===== src/rtl/nns_pkg.sv =====
// ----------------------------------------------------------------------------
// nns_pkg
// Shared widths, register indexes, operation codes and types of the
// nearest-neighbour image scaler.
// ----------------------------------------------------------------------------
package nns_pkg;

	localparam int DIM_W     = 13;
	localparam int COORD_W   = 12;
	localparam int IDX_W     = 12;
	localparam int PIX_W     = 32;
	localparam int CFG_IDX_W = 3;

	localparam int STORE_PIXELS_DEF = 4096;
	localparam int FRAC_BITS_DEF    = 16;

	localparam logic [CFG_IDX_W-1:0] REG_SRC_WIDTH  = 3'd0;
	localparam logic [CFG_IDX_W-1:0] REG_SRC_HEIGHT = 3'd1;
	localparam logic [CFG_IDX_W-1:0] REG_DST_WIDTH  = 3'd2;
	localparam logic [CFG_IDX_W-1:0] REG_DST_HEIGHT = 3'd3;
	localparam logic [CFG_IDX_W-1:0] REG_ALPHA_MODE = 3'd4;

	localparam logic OP_LOAD  = 1'b0;
	localparam logic OP_FETCH = 1'b1;

	localparam logic [PIX_W-1:0] RGB_MASK = 32'h00FF_FFFF;

	typedef enum logic [1:0] {
		RAT_IDLE,
		RAT_START,
		RAT_X,
		RAT_Y
	} rat_state_t;

endpackage


===== src/rtl/nns_div.sv =====
// ----------------------------------------------------------------------------
// nns_div
// Restoring divider, one quotient bit per cycle. Zero divisor gives zero.
// ----------------------------------------------------------------------------
module nns_div import nns_pkg::*; #(
	parameter int DIVIDEND_W = DIM_W + FRAC_BITS_DEF,
	parameter int DIVISOR_W  = DIM_W
) (
	input  logic                  clk,
	input  logic                  arst_n,
	input  logic                  start,
	input  logic [DIVIDEND_W-1:0] dividend,
	input  logic [DIVISOR_W-1:0]  divisor,
	output logic                  done,
	output logic [DIVIDEND_W-1:0] quotient
);

	localparam int CNT_W = $clog2(DIVIDEND_W + 1);
	localparam logic [CNT_W-1:0] LAST = CNT_W'(DIVIDEND_W - 1);

	logic                  busy_q;
	logic                  done_q;
	logic [CNT_W-1:0]      cnt_q;
	logic [DIVISOR_W-1:0]  rem_q;
	logic [DIVIDEND_W-1:0] quo_q;
	logic [DIVISOR_W-1:0]  dvs_q;
	logic                  zero_q;

	logic [DIVISOR_W:0]    trial;
	logic [DIVISOR_W:0]    diff;
	logic                  fits;
	logic [DIVISOR_W-1:0]  rem_next;

	assign trial    = {rem_q, quo_q[DIVIDEND_W-1]};
	assign diff     = trial - {1'b0, dvs_q};
	assign fits     = trial >= {1'b0, dvs_q};
	assign rem_next = fits ? diff[DIVISOR_W-1:0] : trial[DIVISOR_W-1:0];

	always_ff @(posedge clk or negedge arst_n) begin
		if (!arst_n) begin
			busy_q <= 1'b0;
			done_q <= 1'b0;
			cnt_q  <= '0;
		end else if (start) begin
			busy_q <= 1'b1;
			done_q <= 1'b0;
			cnt_q  <= '0;
		end else if (busy_q) begin
			cnt_q <= cnt_q + CNT_W'(1);
			if (cnt_q == LAST) begin
				busy_q <= 1'b0;
				done_q <= 1'b1;
			end
		end else begin
			done_q <= 1'b0;
		end
	end

	always_ff @(posedge clk) begin
		if (start) begin
			rem_q  <= '0;
			quo_q  <= dividend;
			dvs_q  <= divisor;
			zero_q <= (divisor == '0);
		end else if (busy_q) begin
			rem_q <= rem_next;
			quo_q <= {quo_q[DIVIDEND_W-2:0], fits};
		end
	end

	assign done     = done_q;
	assign quotient = zero_q ? '0 : quo_q;

endmodule


===== config.mk =====
export PLATFORM = sky130hd
export DESIGN_NAME = nns_div
export DESIGN_NICKNAME = d
export VERILOG_FILES = /design/src/rtl/nns_pkg.sv /design/src/rtl/nns_div.sv
export SDC_FILE = /design/constraint.sdc
export NUM_CORES = 1
export LEC_CHECK = 0
export BUFFER_PORTS_ARGS = -buffer_cell sky130_fd_sc_hd__buf_4
export CORE_AREA = 2 2 112 114
export CTS_CLUSTER_SIZE = 12
export DETAILED_ROUTE_END_ITERATION = 12
export DIE_AREA = 0 0 114 116
export HOLD_SLACK_MARGIN = 0.08
export PLACE_DENSITY = 0.6
export SETUP_SLACK_MARGIN = 0.3
export SYNTH_ARGS = -nofsm -noshare
export SYNTH_HDL_FRONTEND = slang
export SYNTH_SLANG_ARGS = --single-unit

===== constraint.sdc =====
create_clock -name clk -period 4.4 [get_ports clk]
set_clock_uncertainty 0.1 [all_clocks]
set_input_delay 0.88 -clock clk [delete_from_list [all_inputs] [get_ports clk]]
set_output_delay 0.88 -clock clk [all_outputs]
set_load 0.02 [all_outputs]

# ---- Word-level counts from Yosys, hierarchy flattened
# Index checks and enable logic that the tools add are counted.
# Widths: inputs -> output; s select.
dict set report totals {
  regBits 63
  word_cells 26
}
dict set report op_classes {
  addsub 2
  n_reduce_logical 2
  n_mux 12
  n_eq_ne 2
  magnitude_cmp 1
}
# op count
set ops {}
lappend ops {{$mux 29} 3}
lappend ops {{$ge 14x13->1} 1}
lappend ops {{$logic_not 13->1} 1}
lappend ops {{$mux 13} 1}
lappend ops {{$sub 13x13->13} 1}
lappend ops {{$mux 5} 2}
lappend ops {{$mux 1} 6}
lappend ops {{$add 5x1->5 const B} 1}
lappend ops {{$eq 5x5->1 const B} 1}
lappend ops {{$ne 3x2->1 const B} 1}
lappend ops {{$reduce_bool 2->1} 1}

# ---- Longest topological paths before layout
dict set report depth {
  word_depth 4
  ltp_mapped 11
  ltp_nobuf 10
}

# ---- Least setup slack after synthesis
# OpenSTA, ideal clock, no wires.
dict set report synth_path {
  path_type {flip-flop to flip-flop}
  from {reg quo_q[28]}
  to {reg quo_q[0], data pin}
  path_buffers 1
  slack_ns 1.615
  path_stages_with_launch 11
  required_ns 4.040
  arrival_time_ns 2.425
  path_cell_list {edfxtp_1 > inv_1 > ha_1 > inv_1 > fa_1 > a21o_2 > a311oi_4 > o21ai_2 > a221o_2 > buf_6 > mux2_2}
}
dict set report synth_via {
  elab_chain_len 3
}
# item line
set synth_lines {}
lappend synth_lines {{start: declaration} nns_div.sv:25} ;# logic [DIVIDEND_W-1:0] quo_q;
lappend synth_lines {{start signal: assignment} nns_div.sv:62} ;# quo_q <= dividend;
lappend synth_lines {{start signal: assignment} nns_div.sv:67} ;# quo_q <= {quo_q[DIVIDEND_W-2:0], fits};
lappend synth_lines {{$ge 14x13->1} nns_div.sv:36} ;# assign fits = trial >= {1'b0, dvs_q};
lappend synth_lines {{$mux 29} nns_div.sv:65} ;# end else if (busy_q) begin
lappend synth_lines {{$mux 29} nns_div.sv:60} ;# if (start) begin
# Every way passes these cells. The select of a mux whose other input is x is not followed.
# A chain may end at the register's enable or synchronous reset.

# ---- Worst setup path after layout
dict set report layout_path {
  from {reg quo_q[28]}
  to {reg rem_q[0]}
}
dict set report layout_via {
  elab_chain_len 2
  word_cells_on_any_way 3
  cone_classes {add/sub: 1; order compare: 1; mux: 1}
}
# item line
set layout_lines {}
lappend layout_lines {{$sub 13x13->13 / $ge 14x13->1 (equally long branches)} {nns_div.sv:35, nns_div.sv:36}}
lappend layout_lines {{$mux 13 *} nns_div.sv:37} ;# assign rem_next = fits ? diff[DIVISOR_W-1:0] : trial[DIVISOR_W-1:0];
lappend layout_lines {{end signal: assignment} nns_div.sv:66} ;# rem_q <= rem_next;
lappend layout_lines {{end: declaration} nns_div.sv:24} ;# logic [DIVISOR_W-1:0] rem_q;
# Mark *: on every way between the ends. The rest lies on a longest branch, timed or not.

==> metrics.md <==
| Metric | Value |
|---|---|
| CP max stage cell | `a221oi_4` |
| I/O Buffers | `between 70 and 80` |
| EDFF count, synth | `43` |
| Syn avg cell area | `about 11 sq um` |
| Tmin final | `around 3.1 ns` |
| Vias in the first global route | `2,466` |
| Crit-path max cell delay | `~0.65 ns` |
| Crit path DAT | `roughly 3.2 ns` |
| Leak | `between 1.5 and 2 nW` |
| Clk buf depth | `2` |
| Setup TNS | `0 ns` |
| GRT Overall Usage | `between 10% and 20%` |
| Final setup fails | `0` |
| Max Freq | `about 0.33 GHz` |
| Pre-CTS setup slack | `1.375 ns` |
| Hold_buf cts | `0` |
| Slew HR | `around a quarter` |
| CTS tree | `done` |
| Layout cells sized above 1 | `a little over a third` |
| Die height | `116 microns` |
| Routed Antenna Nets | `0` |
| Worst Setup Slack, final | `roughly 1.3 ns` |
| Pwr Density | `about 520 nW/um^2` |
| Routed vias/inst | `4.787` |
| Endpoint class of the critical path | `flip-flop` |
| CTS resizes | `0` |
| Via Count | `about 2,600` |
| Gpl congestion | `approximately 0.87` |
| Clk sinks | `between 60 and 70` |
| DRC | `0` |
| Ant diodes | `0` |
| HPWL Detailed | `5.308 mm` |
| Clock root buffer | `clkbuf_16` |
| CP Max Fanout | `14` |
| VDD IR max | `0.0002453 V` |
| Startpoint Class | `flip-flop` |
| Most numerous cell on the critical path | `inv_1` |
| WS Path Type | `flip-flop to flip-flop` |
| Max Slew Vio Count | `0` |
| Num CTS Buffers | `9` |
| First drt pass iteration count | `4` |
| Initial drt markers | `~190` |
| Register bit total from synthesis | `63` |
| Wire per inst | `13.67 microns` |
| # fillers | `1,165` |
| # nets final | `445` |
| Synth async-reset ratio | `11.11%` |
| Die Area | `roughly 13,000 sq um` |
| Largest net degree at the start of global routing | `61` |
| Synthesized Nets | `374` |
| Max-Cap Viols | `0` |
| Unrepaired setup endpoints after global routing | `no` |
| Number of I/O pins | `75` |
| Initial antenna violation count | `0` |
| Cells after Synth | `313` |
| Initial Utilization | `29.89%` |
| Synthesized cell area | `approximately 3600 sq um` |
| Final Cycle Share | `a little over two thirds` |
| Tightest Pin Transition | `1.100 ns` |
| Worst path cell trace | `inv_1, ha_1, inv_1, fa_1, a21o_2, a311oi_4, o21ai_2, a221oi_4, nand2_1, a311oi_1` |
| Post-CTS Setup Bufs | `0` |
| Hold/Removal Path Class | `primary input to asynchronous set/reset pin` |
| WL final | `about 7.3 mm` |
| Core Region | `about 12,000 sq um` |
| Htree depth | `3` |
| Row count | `40` |
| Status | `complete, no violations` |
| Warnings from Yosys | `0` |
| Worst Path Required | `between 4 and 5 ns` |
| Fin. Hold Viols | `0` |
| Seq/Total Area, Yosys | `between 40% and 50%` |
| Total gr overflow | `0` |
| WP buf/inv | `2` |
| Clk slew on worst S/H paths | `around 0.060 ns` |
| First-pass GRT wire length | `~12 mm` |
| CP delay by family, top | `compound AO/OA/AOI/OAI gates` |
| Netlist cell types | `59` |
| Post-synth top flop | `edfxtp_1` |
| Skew-Pair Late Insertion Delay | `0.33 ns` |
| Area Overhead vs Synth | `27.65%` |
| Die width | `about 110 microns` |
==> power by group <==
group	internal [W]	total (W)	switching (W)	leakage (nW)
registers	0.000735	0.000816	0.0000809	0.641
clock network	0.000497	0.000766	0.000269	0.158
logic	0.000360	0.000770	0.000411	1.07
total	0.00159	0.00235	0.000760	1.87
==> through the flow <==
step | cell area [sq um] | utilization [%] | total power (W) | instances | hold WS [ns]
after global routing | 4546 | 38.16 | 0.002485 | 536 | 0.2447
after floorplan | 3561 | - | 0.001409 | 313 | 0.3284
after CTS | 4546 | 38.16 | 0.002362 | 536 | 0.2493
after global placement | 4225 | 35.47 | 0.001582 | 520 | 0.3456
final | 4546 | 38.16 | 0.002352 | 536 | 0.2529
after detailed placement | 4225 | 35.47 | 0.001589 | 520 | 0.3538
==> cell type report <==
type	instances	area, sq um	area share [%]
Clock inverter	7	95.09	2.092
Tap cell	147	183.9	4.046
Clock buffer	9	225.2	4.955
Sequential cell	63	1727	37.99
Multi-Input combinational cell	215	1673	36.80
Timing Repair Buffer	76	570.5	12.55
Inverter	19	71.32	1.569
==> synth_stat cells (all sizes together), types with 4 or more instances <==
library cell	number	area, sq um
edfxtp	43	1291
nor2b	32	200.2
mux2	29	326.6
nand2	23	98.84
nor2	21	78.83
inv	19	71.32
ha	15	187.7
dfxtp	13	260.3
o21ai	12	63.81
a21oi	8	40.04
a311oi	8	118.9
buf	8	52.55
clkbuf	7	27.52
dfrtp	7	175.2
xor2	6	52.55
a21o	5	46.29
nand2b	5	31.28
nand4	5	31.28
xnor2	5	43.79
mux2i	4	40.04
nand3	4	20.02
==> flip-flops by register name, summed over array words and instances, names as in the netlist <==
signal,cells
zero_q,1
dvs_q,13
cnt_q,5
busy_q,1
quo_q,29
rem_q,13
done,1
==> cells by family (layout without fill, tap and decap cells) <==
logic type / count (synthesis) / after routing / synth area share, %
AOI/OAI and AO/OA: 53 / 53 / 12.79
xor gates and xnor gates: 11 / 11 / 2.705
adders and majority gates: 16 / 16 / 5.833
buffers and inverters: 35 / 111 / 4.533
DFF: 63 / 63 / 48.49
muxes: 33 / 33 / 10.30
and+or+nand+nor: 102 / 102 / 15.36
==> worst register-to-register path: stages (launching register included) <==
cell and delay [ns]:
edfxtp_1 0.40, inv_1 0.10, ha_1 0.16, inv_1 0.05, fa_1 0.39, a21o_2 0.25
a311oi_4 0.35, o21ai_2 0.11, a221oi_4 0.65, nand2_1 0.13, a311oi_1 0.27
==> routing by layer <==
metal	GRT usage (%)	vias up	wire, microns
li1	-	1276	-
met1	14.12	1219	3295
met2	19.25	64	3583
met3	2.981	7	353
met4	3.902	0	96
met5	0	-	0
==> layout by cell type (no fill, tap or decap), drive strengths merged, types with 6 or more instances in the layout <==
cell type,synthesis,final
clkbuf,7,9
xor2,6,6
nand2,23,23
o21ai,12,12
nor2,21,21
dfrtp,7,7
ha,15,15
a311oi,8,8
buf,8,76
nor2b,32,32
a21oi,8,8
inv,19,21
dfxtp,13,13
mux2,29,29
edfxtp,43,43
==> path summary, 6_finish.rpt <==
kind                            from         to  slack, ns  depth (start not counted)
setup / recovery           quo_q[28]   rem_q[0]       1.34                         10
hold / removal                arst_n     busy_q       0.25                          1
setup reg to reg           quo_q[28]   rem_q[0]       1.34                         10
hold reg to reg            rem_q[12]  rem_q[12]       0.36                          2
max in group asynchronous     arst_n   cnt_q[0]       3.82                          1
min in group clk           rem_q[12]  rem_q[12]       0.36                          2
Power figures use the tool's default switching activity.
